$ cat src/r68_pkg.sv
// r68_pkg: constants and types shared by the code 68 float converter.
// No dependencies.
package r68_pkg;

    localparam logic [31:0] C68_ZERO    = 32'h4000_0000;
    localparam logic [31:0] C68_POS_SAT = 32'h7FFF_FFFF;
    localparam logic [31:0] C68_NEG_SAT = 32'hFFC0_0000;
    localparam logic        OP_DECODE   = 1'b0;
    localparam logic        OP_ENCODE   = 1'b1;

    // index of highest set bit of a 24-bit magnitude (0 when empty)
    function automatic logic [4:0] top_bit(input logic [23:0] a);
        logic [4:0] p;
        p = 5'd0;
        for (int i = 0; i < 24; i++)
        begin
            if (a[i])
            begin
                p = 5'(i);
            end
        end
        return p;
    endfunction

endpackage

$ cat src/r68_pipe.sv
// r68_pipe: three-stage conversion datapath with stall-aware valid bits.
// Depends on r68_pkg.
module r68_pipe
(
    input  logic        clk,
    input  logic        rst_n,
    input  logic        in_valid,
    input  logic        opcode,
    input  logic [63:0] operand,
    input  logic        adv,
    output logic        out_valid,
    output logic [63:0] out_data
);

    // stage 1: field split and decode magnitude
    logic        v1_reg, op1_reg, neg1_reg, spec1_reg;
    logic [31:0] spec_word1_reg;
    logic [23:0] mag1_reg;
    logic signed [9:0] ex1_reg;
    logic [52:0] sig1_reg;
    logic [5:0]  sh1_reg;

    // stage 2: normalise / shift
    logic        v2_reg, op2_reg, neg2_reg, spec2_reg;
    logic [31:0] spec_word2_reg;
    logic [23:0] mag2_reg;
    logic [4:0]  p2_reg;
    logic signed [9:0] ex2_reg;
    logic [22:0] sig2_reg;

    // stage 3: output
    logic        v3_reg;
    logic [63:0] res3_reg;

    logic        neg_in;
    logic [10:0] bexp;
    logic signed [11:0] exd;
    logic [23:0] mag_in;
    logic signed [9:0] ex_in;
    logic        spec_in;
    logic [31:0] spec_word_in;
    logic [5:0]  sh_in;
    logic [52:0] sig_sh;
    logic [10:0] biased;
    logic [52:0] mwide;
    logic [7:0]  efield;
    logic [22:0] mfield;
    logic [63:0] res_next;

    // stage 1 combinational
    always_comb
    begin
        bexp         = operand[62:52];
        exd          = 12'(signed'({1'b0, bexp})) - 12'sd1022;
        spec_in      = 1'b0;
        spec_word_in = r68_pkg::C68_ZERO;
        sh_in        = 6'd30;
        ex_in        = 10'(exd);
        if (opcode == r68_pkg::OP_DECODE)
        begin
            neg_in = operand[31];
            if (operand[31])
            begin
                mag_in = 24'h80_0000 - {1'b0, operand[22:0]};
                ex_in  = 10'sd104 - 10'(signed'({2'b0, operand[30:23]}));
            end
            else
            begin
                mag_in = {1'b0, operand[22:0]};
                ex_in  = 10'(signed'({2'b0, operand[30:23]})) - 10'sd151;
            end
        end
        else
        begin
            neg_in = operand[63];
            mag_in = '0;
            if (bexp == 11'h7FF)
            begin
                spec_in = 1'b1;
                if (operand[51:0] != '0)
                    spec_word_in = r68_pkg::C68_ZERO;
                else
                    spec_word_in = operand[63] ? r68_pkg::C68_NEG_SAT
                                               : r68_pkg::C68_POS_SAT;
            end
            else if (bexp == 11'd0 || exd <= -12'sd151)
            begin
                spec_in = 1'b1;
            end
            else if (exd > 12'sd127)
            begin
                spec_in      = 1'b1;
                spec_word_in = operand[63] ? r68_pkg::C68_NEG_SAT
                                           : r68_pkg::C68_POS_SAT;
            end
            else if (exd < -12'sd128)
            begin
                sh_in = 6'(12'sd30 - 12'sd128 - exd);
                ex_in = -10'sd128;
            end
        end
    end

    // stage 2 combinational shift of the encode significand
    assign sig_sh = sig1_reg >> sh1_reg;

    // stage 3 combinational assembly
    always_comb
    begin
        biased   = 11'(signed'({6'b0, p2_reg}) + 11'(ex2_reg) + 11'sd1023);
        mwide    = 53'(mag2_reg) << (6'd52 - 6'(p2_reg));
        efield   = neg2_reg ? 8'(10'sd127 - ex2_reg) : 8'(ex2_reg - 10'sd128);
        mfield   = neg2_reg ? 23'(-sig2_reg) : sig2_reg;
        if (op2_reg == r68_pkg::OP_DECODE)
        begin
            if (mag2_reg == '0)
                res_next = '0;
            else
                res_next = {neg2_reg, biased, mwide[51:0]};
        end
        else if (spec2_reg)
            res_next = {32'd0, spec_word2_reg};
        else
            res_next = {32'd0, neg2_reg, efield, mfield};
    end

    always_ff @(posedge clk or negedge rst_n)
    begin
        if (!rst_n)
        begin
            v1_reg <= 1'b0;
            v2_reg <= 1'b0;
            v3_reg <= 1'b0;
        end
        else if (adv)
        begin
            v1_reg <= in_valid;
            v2_reg <= v1_reg;
            v3_reg <= v2_reg;
        end
    end

    always_ff @(posedge clk)
    begin
        if (adv)
        begin
            op1_reg        <= opcode;
            neg1_reg       <= neg_in;
            spec1_reg      <= spec_in;
            spec_word1_reg <= spec_word_in;
            mag1_reg       <= mag_in;
            ex1_reg        <= ex_in;
            sig1_reg       <= {1'b1, operand[51:0]};
            sh1_reg        <= sh_in;

            op2_reg        <= op1_reg;
            neg2_reg       <= neg1_reg;
            spec2_reg      <= spec1_reg;
            spec_word2_reg <= spec_word1_reg;
            mag2_reg       <= mag1_reg;
            p2_reg         <= r68_pkg::top_bit(mag1_reg);
            ex2_reg        <= ex1_reg;
            sig2_reg       <= sig_sh[22:0];

            res3_reg       <= res_next;
        end
    end

    assign out_valid = v3_reg;
    assign out_data  = res3_reg;

`ifndef SYNTHESIS
    // a bubble never turns into an item on a stall
    a_hold_valid: assert property (@(posedge clk) disable iff (!rst_n)
        !adv |=> v3_reg == $past(v3_reg))
        else $error("valid changed while stalled");
    a_flow: assert property (@(posedge clk) disable iff (!rst_n)
        adv |=> v2_reg == $past(v1_reg))
        else $error("valid lost between stages");
    a_hold_data: assert property (@(posedge clk) disable iff (!rst_n)
        (!adv && v3_reg) |=> $stable(res3_reg))
        else $error("result changed while stalled");
`endif

endmodule

$ cat src/rep68_float_converter.sv
// Throughput: one item per cycle; three register stages (split, normalise/
// shift, assemble) advance together, held whole when the result is not taken.
// Reset: rst_n asynchronous active low clears all stage valid bits.
// Top level of the code 68 / IEEE double converter; depends on r68_pkg, r68_pipe.
module rep68_float_converter
(
    input  logic        clk,
    input  logic        rst_n,
    input  logic        s_axis_tvalid,
    output logic        s_axis_tready,
    input  logic [63:0] s_axis_tdata,   // operand[63:0]
    input  logic        s_axis_tuser,   // opcode
    output logic        m_axis_tvalid,
    input  logic        m_axis_tready,
    output logic [63:0] m_axis_tdata    // result[63:0]
);

    logic adv;

    // pipeline moves when output slot is free or being taken
    assign adv           = m_axis_tready || !m_axis_tvalid || 1'b0;
    assign s_axis_tready = adv;

    r68_pipe u_pipe
    (
        .clk       (clk),
        .rst_n     (rst_n),
        .in_valid  (s_axis_tvalid),
        .opcode    (s_axis_tuser),
        .operand   (s_axis_tdata),
        .adv       (adv),
        .out_valid (m_axis_tvalid),
        .out_data  (m_axis_tdata)
    );

endmodule
$ cat config.mk
export PLATFORM = sky130hd
export DESIGN_NAME = rep68_float_converter
export DESIGN_NICKNAME = d
export VERILOG_FILES = /design/src/r68_pkg.sv /design/src/r68_pipe.sv /design/src/rep68_float_converter.sv
export SDC_FILE = /design/constraint.sdc
export NUM_CORES = 1
export LEC_CHECK = 0
export ABC_AREA = 1
export ABC_CLOCK_PERIOD_IN_PS = 8500
export BUFFER_PORTS_ARGS = -buffer_cell sky130_fd_sc_hd__buf_4
export CAP_MARGIN = 40
export CORE_MARGIN = 5
export CORE_UTILIZATION = 25
export DETAILED_ROUTE_END_ITERATION = 7
export GPL_ROUTABILITY_DRIVEN = 0
export MAX_ROUTING_LAYER = met4
export PLACE_DENSITY = 0.48
export SETUP_SLACK_MARGIN = 0.4
export SLEW_MARGIN = 0
export SYNTH_ARGS = -nofsm -noshare
export SYNTH_HDL_FRONTEND = slang
export SYNTH_SLANG_ARGS = --single-unit
$ cat constraint.sdc
create_clock -name clk -period 8.5 [get_ports clk]
set_clock_uncertainty 0.15 [all_clocks]
set_input_delay 0.85 -clock clk [delete_from_list [all_inputs] [get_ports clk]]
set_output_delay 0.85 -clock clk [all_outputs]
set_load 0.05 [all_outputs]
==> results of run 1 <==
-- what timing repair did --
action,4_1_cts,5_1_grt
endpoints found under the setup margin,0,0
hold buffers,1,0
hold endpoints to repair,3,0
setup buffers,0,0
-- routing by layer --
layer / vias to the layer above / track usage [%] / share of wire, %
li1: 6657 / - / -
met1: 6102 / 19.6 / 47
met2: 355 / 22.4 / 46
met3: 58 / 1.56 / 4.8
met4: 0 / 2.70 / 1.8
met5: - / - / 0
-- synthesized netlist by cell type (5+ instances only) --
cell type  count
nand2_1      507
o21ai_0      276
edfxtp_1     230
inv_1        199
nor2_1       130
nand3_1      110
a21oi_1      100
clkbuf_1      55
buf_2         31
ha_1          26
mux2i_1       26
nor4_1        21
nor3_1        18
a31oi_1       15
o21ai_1       12
or2_2         11
buf_1         10
nand4_1       10
o31ai_1       10
a32o_1         8
inv_2          8
o211ai_1       7
xor2_1         7
nor2_2         6
o21a_1         5
xnor2_1        5
-- critical path: stages (launching register included) --
cell and delay, ns:
edfxtp_1 0.32, buf_4 0.33, inv_2 0.14, ha_1 0.23
or2_2 0.30, nand2_1 0.69, inv_1 0.50, nand2_1 0.16
o21ai_0 0.12, nand2_1 0.09, o21ai_0 0.17, inv_1 0.13
nand2_1 0.05, a32o_1 0.29
-- path summary, 6_finish.rpt --
kind | end | startpoint | slack, ns
setup / recovery | u_pipe.out_data[25]$_DFFE_PP_ | u_pipe.p2_reg[0]$_SDFFCE_PP1P_ | 4.58
max in group asynchronous | u_pipe.out_valid$_DFFE_PN0P_ | rst_n | 7.65
setup reg to reg | u_pipe.out_data[25]$_DFFE_PP_ | u_pipe.p2_reg[0]$_SDFFCE_PP1P_ | 4.58
min in group asynchronous | u_pipe.v1_reg$_DFFE_PN0P_ | rst_n | 0.46
hold / removal | u_pipe.ex2_reg[7]$_DFFE_PP_ | u_pipe.ex1_reg[7]$_DFFE_PP_ | 0.27
hold reg to reg | u_pipe.ex2_reg[7]$_DFFE_PP_ | u_pipe.ex1_reg[7]$_DFFE_PP_ | 0.27
-- final cells by class --
| type | count | share of cell area [%] |
|---|---|---|
| well taps | 773 | 5.46 |
| clock inverters | 23 | 0.990 |
| repair buffers | 153 | 6.66 |
| multi-input cells | 1366 | 38.7 |
| clock buffers | 33 | 4.30 |
| flip-flops and latches | 233 | 39.4 |
| inverters | 211 | 4.47 |
-- power breakdown --
part	internal, mW	switching [mW]	total, mW
combinational	0.677	1.69	2.37
sequential	1.66	0.185	1.85
clock	0.681	0.510	1.19
-- kinds of logic after synthesis --
family | synth area share [%]
xor gates and xnor gates | 0.883
AOI/OAI and AO/OA | 16.4
adders and majority gates | 2.30
DFF | 46.5
buffers and inverters | 8.08
muxes | 1.81
and+or+nand+nor | 24.0
-- metrics by stage --
step	power [mW]	area, um^2	setup slack [ns]
2_1_floorplan	3.53	15000	1.33
3_3_place_gp	4.22	16700	4.74
3_5_place_dp	4.24	16800	4.64
4_1_cts	5.45	17700	4.65
5_1_grt	5.77	17700	4.16
6_report	5.41	17700	4.58
-- cells in the final DEF (no fill, tap or decap), types with 6 or more instances in the layout --
cell / count
buf_4: 149
clkinvlp_4: 6
clkbuf_16: 30
nand4_1: 10
nor2_2: 6
nor3_1: 18
o31ai_1: 10
nor4_1: 21
nor2_1: 130
a31oi_1: 15
clkinv_2: 6
o21ai_1: 12
ha_1: 26
clkinv_1: 9
or2_2: 11
o211ai_1: 7
o21ai_0: 276
mux2i_1: 26
inv_2: 8
a21oi_1: 100
nand3_1: 110
inv_1: 199
xor2_1: 6
a32o_1: 8
edfxtp_1: 230
nand2_1: 506
==> summary.md, run 1 <==
| Metric | Value |
|---|---|
| Run status | `completed` |
| Die height | `255 um` |
| P&R area growth vs syn | `17.8%` |
| Chip Width | `255 um` |
| VDD IR max | `0.000137 V` |
| Die area | `65100 um^2` |
| Syn Area/Cell | `7.87 um^2` |
| IO buf count | `134` |
| # resized after CTS | `0` |
| First-pass GRT wire length | `71.2 mm` |
| Post-synthesis net count | `2005` |
| Slew @ Worst Pin | `0.930 ns` |
| Final nets | `2091` |
| Post-synth ARST share | `1.29%` |
| RSZ-0062 raised after global routing | `false` |
| Maximum fanout along the worst path | `46` |
| Setup violators final | `0` |
| Top cells by area, synth | `edfxtp_1 (46%), nand2_1 (13%), o21ai_0 (9.2%)` |
| Post-DRT Antenna Nets | `0` |
| PwrDens | `305 nW/um^2` |
| Share of the synthesized area in the top cell type | `46.0%` |
| CTS clk-pin slew, worst paths | `0.06 ns` |
| Finished Core Util | `29.9%` |
| Area of the multi-input gates | `6850 um^2` |
| Yosys cell types | `62` |
| Worst-Skew Late Latency | `0.57 ns` |
| WHS | `0.266 ns` |
| Max-Cap Viols | `0` |
| CTS Sinks | `233` |
| Cell area after synthesis | `15000 um^2` |
| Tightest Hold Check Type | `flop to flop` |
| Placed Cells | `2735` |
| CTS Buffer Depth | `3` |
| Sequential element share of the synthesized area | `46.5%` |
| Total clock buffers created by CTS | `30` |
| Boundary pin count | `135` |
| DR pass1 iterations | `7` |
| Initial antenna violation count | `0` |
| Final HPWL DP | `35.7 mm` |
| Register area | `6980 um^2` |
| Total number of vias | `13200` |
| TNS Setup | `0 ns` |
| Worst hold stages | `0` |
| # rows | `89` |
| Post-synth EDFFs | `230` |
| Ys flop type | `edfxtp_1` |
| Reg2reg path depth | `13` |
| Setup crit end kind | `flop` |
| Fin cells | `2792` |
| Starting Density | `25.4%` |
| DR iter-0 viols | `1113` |
| FMAX | `255 MHz` |
| GRT Util Overall | `14.1%` |
| Slew HR | `37.8%` |
| Period utilization | `46.1%` |
| Fillers | `6361` |
| LEAKAGE | `7.42 nW` |
| CTS HTree Levels | `1` |
| Synthesized netlist cell count | `1909` |
| Largest net degree at the start of global routing | `64` |
| Remaining global-route overflow | `0` |
| Synth area leader | `edfxtp_1` |
| Core area | `59200 um^2` |
| Final min period | `3.92 ns` |
| CTS tree | `built` |
| Vias in the first global route | `12300` |
| CTS root buffer | `clkbuf_16` |
| Max FFs per register | `64` |
| Final wirelength | `46.0 mm` |
| CP Class | `flop to flop` |
| Critical Path AT | `4.09 ns` |
| Max-slew violation count | `0` |
| Yosys warning total | `0` |
| Hold Vio Cnt, Final | `0` |
| CP required | `8.67 ns` |
| ANT cells | `0` |
| Routed wire per std cell | `16.5 um` |
| Seq cells post-synth | `233` |
| DRC | `0` |
| Vias per inst | `4.72` |
| Crit path launch type | `flop` |
| Layout cells sized above 1 | `12.4%` |
No activity file was read; power rests on OpenSTA's default activity.
==> inputs of run 2 (changes only) <==
--- a/config.mk
+++ b/config.mk
@@ -6,7 +6,7 @@
 export NUM_CORES = 1
 export LEC_CHECK = 0
 export ABC_AREA = 1
-export ABC_CLOCK_PERIOD_IN_PS = 8500
+export ABC_CLOCK_PERIOD_IN_PS = 3600
 export BUFFER_PORTS_ARGS = -buffer_cell sky130_fd_sc_hd__buf_4
 export CAP_MARGIN = 40
 export CORE_MARGIN = 5
@@ -14,7 +14,7 @@
 export DETAILED_ROUTE_END_ITERATION = 7
 export GPL_ROUTABILITY_DRIVEN = 0
 export MAX_ROUTING_LAYER = met4
-export PLACE_DENSITY = 0.48
+export PLACE_DENSITY = 0.5
 export SETUP_SLACK_MARGIN = 0.4
 export SLEW_MARGIN = 0
 export SYNTH_ARGS = -nofsm -noshare
==> constraint.sdc (replaced) <==
create_clock -name clk -period 3.6 [get_ports clk]
set_clock_uncertainty 0.15 [all_clocks]
set_input_delay 0.36 -clock clk [delete_from_list [all_inputs] [get_ports clk]]
set_output_delay 0.36 -clock clk [all_outputs]
set_load 0.05 [all_outputs]
==> summary.md, run 2 (synthesis results as in run 1) <==
| Metric | Value |
|---|---|
| Run status | `completed` |
| CTS Buffer Depth | `3 (unchanged)` |
| Vias in the first global route | `12900 (+5.3%)` |
| Placed inst area | `16900 um^2 (+0.72%)` |
| Hold Vio Cnt, Final | `0 (unchanged)` |
| CTS clk-pin slew, worst paths | `0.06 ns (about the same)` |
| Vias per inst | `4.71 (-0.17%)` |
| Worst-Skew Late Latency | `0.56 ns (about the same)` |
| CTS tree | `built` |
| CP Buf/Inv Count | `2 (-2)` |
| Layout cells sized above 1 | `12.4% (-0.016 points)` |
| Post-DRT Antenna Nets | `0 (unchanged)` |
| Pre-CTS WS | `0.622 ns (-4.02 ns)` |
| Setup violators final | `0 (unchanged)` |
| Max-Cap Viols | `0 (unchanged)` |
| Chip Width | `255 um (unchanged)` |
| Post-route cell area | `18400 um^2 (+3.7%)` |
| CTS HTree Levels | `1 (unchanged)` |
| Starting Density | `25.4% (unchanged)` |
| Post-CTS setup buffer count | `0 (unchanged)` |
| Final min period | `2.94 ns (-0.979 ns)` |
| Final worst slack | `0.662 ns (-3.92 ns)` |
| Die area | `65100 um^2 (unchanged)` |
| CP required | `3.75 ns (-4.92 ns)` |
| Slew HR | `49.8% (+12 points)` |
| Final wirelength | `46.4 mm (+0.89%)` |
| FMAX | `340 MHz (+33%)` |
| DRC | `0 (unchanged)` |
| Fillers | `6287 (-1.2%)` |
| Crit path launch type | `flop` |
| GRT Util Overall | `14.3% (+0.24 points)` |
| P&R area growth vs syn | `22.2%` |
| Most common cell after layout, fill and taps aside | `nand2_1` |
| CTS root buffer | `clkbuf_16` |
| Most frequent cells in the layout | `nand2_1 (506), o21ai_0 (276), edfxtp_1 (230)` |
| RSZ-0062 raised after global routing | `false` |
| Max FFs per register | `64 (unchanged)` |
| LEAKAGE | `7.72 nW (+4.0%)` |
| CTS Sinks | `233 (unchanged)` |
| TNS Setup | `0 ns (unchanged)` |
| Worst path most repeated cell | `o21ai_0` |
| VDD IR max | `0.000360 V (+160%)` |
| # rows | `89 (unchanged)` |
| Max-slew violation count | `0 (unchanged)` |
| Die height | `255 um (unchanged)` |
| DR iter-0 viols | `1094 (-1.7%)` |
| Largest net degree at the start of global routing | `88 (+38%)` |
| Initial antenna violation count | `1 (+1)` |
| Sequential share of power | `33.4% (-0.8 points)` |
| Period utilization | `81.6% (+36 points)` |
| Clock network fraction of total power | `22.2% (+0.2 points)` |
| IO buf count | `134 (unchanged)` |
| Critical Path AT | `3.09 ns (-1.00 ns)` |
| ANT cells | `0 (unchanged)` |
| Maximum fanout along the worst path | `20 (-57%)` |
| Cells along the critical path | `inv_2 -> ha_1 -> inv_1 -> o21ai_0 -> nand2_1 -> o21ai_0 -> mux2i_1 -> and2_1 -> o22ai_1` |
| Routed wire per std cell | `16.3 um (-1.2%)` |
| CP max stage cell | `inv_1` |
| Logic pwr share | `44.4% (+0.6 points)` |
| Pint | `7.35 mW (+140%)` |
| Final HPWL DP | `35.8 mm (+0.53%)` |
| Sw Pwr | `5.61 mW (+140%)` |
| Total clock buffers created by CTS | `28 (-6.7%)` |
| Worst path max stage delay | `0.48 ns (-0.21 ns)` |
| Slew @ Worst Pin | `0.754 ns (-0.177 ns)` |
| DR pass1 iterations | `6 (-1)` |
| First-pass GRT wire length | `72.6 mm (+1.9%)` |
| Core area | `59200 um^2 (unchanged)` |
| Finished Core Util | `31.0% (+1.1 points)` |
| Switching share of total power | `43.3% (-0.83 points)` |
| PwrDens | `706 nW/um^2 (+130%)` |
| Total number of vias | `13400 (+1.9%)` |
| Tightest Hold Check Type | `input pin to flop` |
| CP Class | `flop to flop` |
| Boundary pin count | `135 (unchanged)` |
| Setup crit end kind | `flop` |
| Remaining global-route overflow | `0 (unchanged)` |
| Family with the most delay on the worst path | `buffers and inverters` |
| Final nets | `2156 (+3.1%)` |
-- run 2: changes by cell type in the layout (fill, tap and decap cells not counted), moves of 2 or more --
cell,change
clkinvlp_4,-5
dlygate4sd3_1,+54
buf_8,-2
buf_12,+2
clkinv_4,-2
clkinv_2,-3
buf_4,+12
bufinv_16,+3
-- run 2: stage by stage --
| stage | hold slack [ns] | cells | total power, mW |
|---|---|---|---|
| final | 0.0656 | 2851 | 13.0 |
| after global routing | 0.0377 | 2851 | 13.8 |
| after detailed placement | 0.00223 | 2748 | 10.1 |
| after floorplan | -0.0856 | 1909 | 8.25 |
| after CTS | 0.0292 | 2851 | 13.1 |
| after global placement | -0.000343 | 2746 | 10.1 |
-- run 2: repair_timing --
item	in CTS	in global routing
hold endpoints to repair	63	0
resized for setup	0	2
endpoints found under the setup margin	0	3
hold buffers	55	0
-- run 2: final cells by class --
type                            instances  area [um^2]  area share [%]
Clock buffer                           33          741            4.04
Clock inverter                         15          184            1.00
Inverter                              211          792            4.31
Multi-Input combinational cell       1366         6860            37.4
Sequential cell                       233         6980            38.0
Tap cell                              773          967            5.27
Timing Repair Buffer                  220         1830            9.97
-- run 2: power by group through the flow --
stage          Clock (mW)  Sequential [mW]  Combinational [mW]
2_1_floorplan           0             5.35                2.90
3_3_place_gp            0             4.39                5.67
3_5_place_dp            0             4.40                5.70
4_1_cts              2.98             4.35                5.76
5_1_grt              3.07             4.42                6.34
6_report             2.88             4.33                5.76
-- run 2: final timing paths --
check / startpoint / slack (ns) / cells after the start / endpoint
min in group asynchronous: rst_n / 0.54 / 3 / u_pipe.v1_reg$_DFFE_PN0P_
min reg2reg: u_pipe.spec1_reg$_SDFFCE_PN0P_ / 0.26 / 0 / u_pipe.spec2_reg$_DFFE_PP_
min: s_axis_tuser / 0.07 / 1 / u_pipe.op1_reg$_DFFE_PP_
max: u_pipe.p2_reg[0]$_SDFFCE_PP1P_ / 0.66 / 9 / u_pipe.out_data[20]$_DFFE_PP_
max in group asynchronous: rst_n / 2.61 / 3 / u_pipe.out_valid$_DFFE_PN0P_
max reg2reg: u_pipe.p2_reg[0]$_SDFFCE_PP1P_ / 0.66 / 9 / u_pipe.out_data[20]$_DFFE_PP_
-- run 2: metal layers --
| layer | share of wire (%) | vias to the layer above | GRT usage (%) |
|---|---|---|---|
| met1 | 46 | 6203 | 19.2 |
| met5 | 0 | - | - |
| li1 | - | 6778 | - |
| met4 | 2.9 | 0 | 3.78 |
| met2 | 46 | 373 | 22.8 |
| met3 | 5.4 | 73 | 2.06 |
==> inputs of run 3 (changes only) <==
--- a/config.mk
+++ b/config.mk
@@ -6,7 +6,7 @@
 export NUM_CORES = 1
 export LEC_CHECK = 0
 export ABC_AREA = 1
-export ABC_CLOCK_PERIOD_IN_PS = 3600
+export ABC_CLOCK_PERIOD_IN_PS = 2850
 export BUFFER_PORTS_ARGS = -buffer_cell sky130_fd_sc_hd__buf_4
 export CAP_MARGIN = 40
 export CORE_MARGIN = 5
@@ -14,7 +14,7 @@
 export DETAILED_ROUTE_END_ITERATION = 7
 export GPL_ROUTABILITY_DRIVEN = 0
 export MAX_ROUTING_LAYER = met4
-export PLACE_DENSITY = 0.5
+export PLACE_DENSITY = 0.48
 export SETUP_SLACK_MARGIN = 0.4
 export SLEW_MARGIN = 0
 export SYNTH_ARGS = -nofsm -noshare
==> constraint.sdc (replaced) <==
create_clock -name clk -period 2.85 [get_ports clk]
set_clock_uncertainty 0.15 [all_clocks]
set_input_delay 0.285 -clock clk [delete_from_list [all_inputs] [get_ports clk]]
set_output_delay 0.285 -clock clk [all_outputs]
set_load 0.05 [all_outputs]
==> summary.md, run 3 (synthesis results as in run 1) <==
| Metric | Value |
|---|---|
| Period utilization | `96.1% (+14 points)` |
| DR pass1 iterations | `6 (unchanged)` |
| Final min period | `2.74 ns (-0.200 ns)` |
| Final worst slack | `0.112 ns (-0.550 ns)` |
| FMAX | `365 MHz (+7.3%)` |
| Post-route cell area | `20200 um^2 (+9.8%)` |
| R2R Setup Slk | `0.11 ns (-0.55 ns)` |
| Worst-Skew Late Latency | `0.59 ns (+0.03 ns)` |
| GRT Util Overall | `15.1% (+0.83 points)` |
| WHS | `0.0504 ns (-0.0152 ns)` |
| Reg-to-reg startpoint | `u_pipe.ex2_reg[1]$_DFFE_PP_` |
| Largest net degree at the start of global routing | `57 (-35%)` |
| Die area | `65100 um^2 (unchanged)` |
| Max-Cap Viols | `0 (unchanged)` |
| End of the worst hold path | `u_pipe.mag1_reg[8]$_SDFFCE_PP0P_` |
| Slew HR | `59.3% (+9.6 points)` |
| Core area | `59200 um^2 (unchanged)` |
| Cells along the critical path | `inv_2 -> ha_4 -> inv_4 -> ha_4 -> inv_2 -> fa_2 -> inv_2 -> nand3_2 -> nand2_2 -> buf_4 -> buf_4 -> buf_4 -> buf_4 -> buf_4 -> buf_4 -> nor2_1 -> nor3_1` |
| Family with the most delay on the worst path | `buffers and inverters` |
| DR iter-0 viols | `1255 (+15%)` |
| GRT met1 Usage | `22.0% (+2.8 points)` |
| CTS Buffer Depth | `3 (unchanged)` |
| Boundary pin count | `135 (unchanged)` |
| CTS Sinks | `233 (unchanged)` |
| Critical Path AT | `2.98 ns (-0.11 ns)` |
| Final HPWL DP | `37.4 mm (+4.4%)` |
| CP Class | `flop to flop` |
| Setup crit end kind | `flop` |
| CTS HTree Levels | `1 (unchanged)` |
| RSZ-0062 raised after global routing | `true` |
| VDD IR max | `0.000493 V (+37%)` |
| Crit Reg-Reg Endpoint | `u_pipe.out_data[57]$_SDFFCE_PP0P_` |
| Chip Width | `255 um (unchanged)` |
| Total clock buffers created by CTS | `28 (unchanged)` |
| # rows | `89 (unchanged)` |
| Layout cells sized above 1 | `23.1% (+11 points)` |
| Final wirelength | `50.9 mm (+9.8%)` |
| P&R area growth vs syn | `34.2%` |
| Routed wire per std cell | `17.3 um (+6.2%)` |
| Tightest Hold Check Type | `input pin to flop` |
| Reg2reg path depth | `17 (+8)` |
| CP max stage cell | `edfxtp_1` |
| ANT cells | `0 (unchanged)` |
| Pwr Total | `18.8 mW (+45%)` |
| Maximum fanout along the worst path | `3 (-85%)` |
| Placed inst area | `17200 um^2 (+1.9%)` |
| Vias in the first global route | `13100 (+1.1%)` |
| Setup violators final | `0 (unchanged)` |
| DRC | `0 (unchanged)` |
| Finished Core Util | `34.0% (+3.0 points)` |
| First-pass GRT wire length | `76.3 mm (+5.1%)` |
| Worst path most repeated cell | `buf_4` |
| Crit path launch type | `flop` |
| Slew @ Worst Pin | `0.604 ns (-0.150 ns)` |
| Run status | `completed` |
| Initial antenna violation count | `1 (unchanged)` |
| IO buf count | `134 (unchanged)` |
| Hold_sp | `s_axis_tdata[31]` |
| Met2 usage | `22.9% (+0.038 points)` |
| CTS clk-pin slew, worst paths | `0.07 ns (about the same)` |
| Worst path max stage delay | `0.40 ns (-0.08 ns)` |
| Most frequent cells in the layout | `nand2_1 (488), edfxtp_1 (230), buf_4 (217)` |
| Most Crowded Layer GR | `met2` |
| CTS tree | `built` |
| Total number of vias | `14200 (+6.1%)` |
| Die height | `255 um (unchanged)` |
| CP required | `3.09 ns (-0.66 ns)` |
| GRT met3 Usage | `1.65% (-0.42 points)` |
| Pre-CTS WS | `-0.188 ns (-0.810 ns)` |
| Post-DRT Antenna Nets | `0 (unchanged)` |
| CP Buf/Inv Count | `10 (+8)` |
| Final nets | `2252 (+4.5%)` |
| CTS root buffer | `clkbuf_16` |
| PwrDens | `935 nW/um^2 (+32%)` |
| Worst hold stages | `3 (+2)` |
| Vias per inst | `4.83 (+2.5%)` |
| Max FFs per register | `64 (unchanged)` |
| Most common cell after layout, fill and taps aside | `nand2_1` |
| Remaining global-route overflow | `0 (unchanged)` |
| Max-slew violation count | `0 (unchanged)` |
| Starting Density | `25.4% (unchanged)` |
| LEAKAGE | `8.35 nW (+8.2%)` |
| Hold Vio Cnt, Final | `0 (unchanged)` |
## run 3: cell count changes in the layout (fill, tap and decap cells not counted), moves of 18 or more
cell,delta
nand2_1,-18
o21ai_2,+47
o21ai_1,+66
o21ai_0,-120
buf_4,+56
inv_1,-18
## run 3: what timing repair did
item / 4_1_cts / 5_1_grt
buffers inserted: 28 / 18
hold endpoints to repair: 82 / 0
cloned: 5 / 7
endpoints found under the setup margin: 48 / 71
hold buffers: 64 / 0
pin swaps: 18 / 57
gates resized for setup: 86 / 239
## run 3: per-layer routing
| metal | routed length [um] | up-vias | share of wire (%) |
|---|---|---|---|
| met5 | 0 | - | 0 |
| met4 | 1130 | 0 | 2.2 |
| met3 | 2880 | 79 | 5.7 |
| met2 | 22500 | 502 | 44 |
| met1 | 24400 | 6660 | 48 |
| li1 | - | 6999 | - |
## run 3: layout make-up
type,count,area [um^2]
repair inverters,3,22.5
inverters,211,810
clock buffers,29,704
flip-flops and latches,233,6980
well taps,773,967
clock inverters,21,201
fillers,6180,39100
multi-input cells,1366,7640
repair buffers,313,2830
## run 3: power breakdown
group | switching, mW | internal (mW)
clock network | 1.50 | 1.99
registers | 0.544 | 4.95
logic | 6.26 | 3.60
## run 3: worst max-delay path by stage
stage	start	endpoint	slack (ns)	depth (start not counted)
3_3_place_gp	s_axis_tdata[0]	u_pipe.spec_word1_reg[21]$_SDFFCE_PN0P_	-0.16	12
4_1_cts	u_pipe.ex2_reg[1]$_DFFE_PP_	u_pipe.out_data[61]$_SDFFCE_PP0P_	0.17	19
3_5_place_dp	s_axis_tdata[0]	u_pipe.spec_word1_reg[21]$_SDFFCE_PN0P_	-0.19	12
5_1_grt	u_pipe.ex2_reg[1]$_DFFE_PP_	u_pipe.out_data[61]$_SDFFCE_PP0P_	-0.06	19
2_1_floorplan	u_pipe.p2_reg[1]$_SDFFCE_PP1P_	u_pipe.out_data[61]$_SDFFCE_PP0P_	0.25	19
6_report	u_pipe.ex2_reg[1]$_DFFE_PP_	u_pipe.out_data[57]$_SDFFCE_PP0P_	0.11	17
## run 3: per-stage QoR
stage	std cells	TNS, ns
CTS	2924	0
floorplan	1909	0
global placement	2777	-0.371
finish	2949	0
detailed placement	2777	-0.462
global route	2949	-0.0689
## run 3: worst min-delay path: stages
cell and delay (ns):
buf_4 0.16, nand2_1 0.09, a21oi_1 0.07
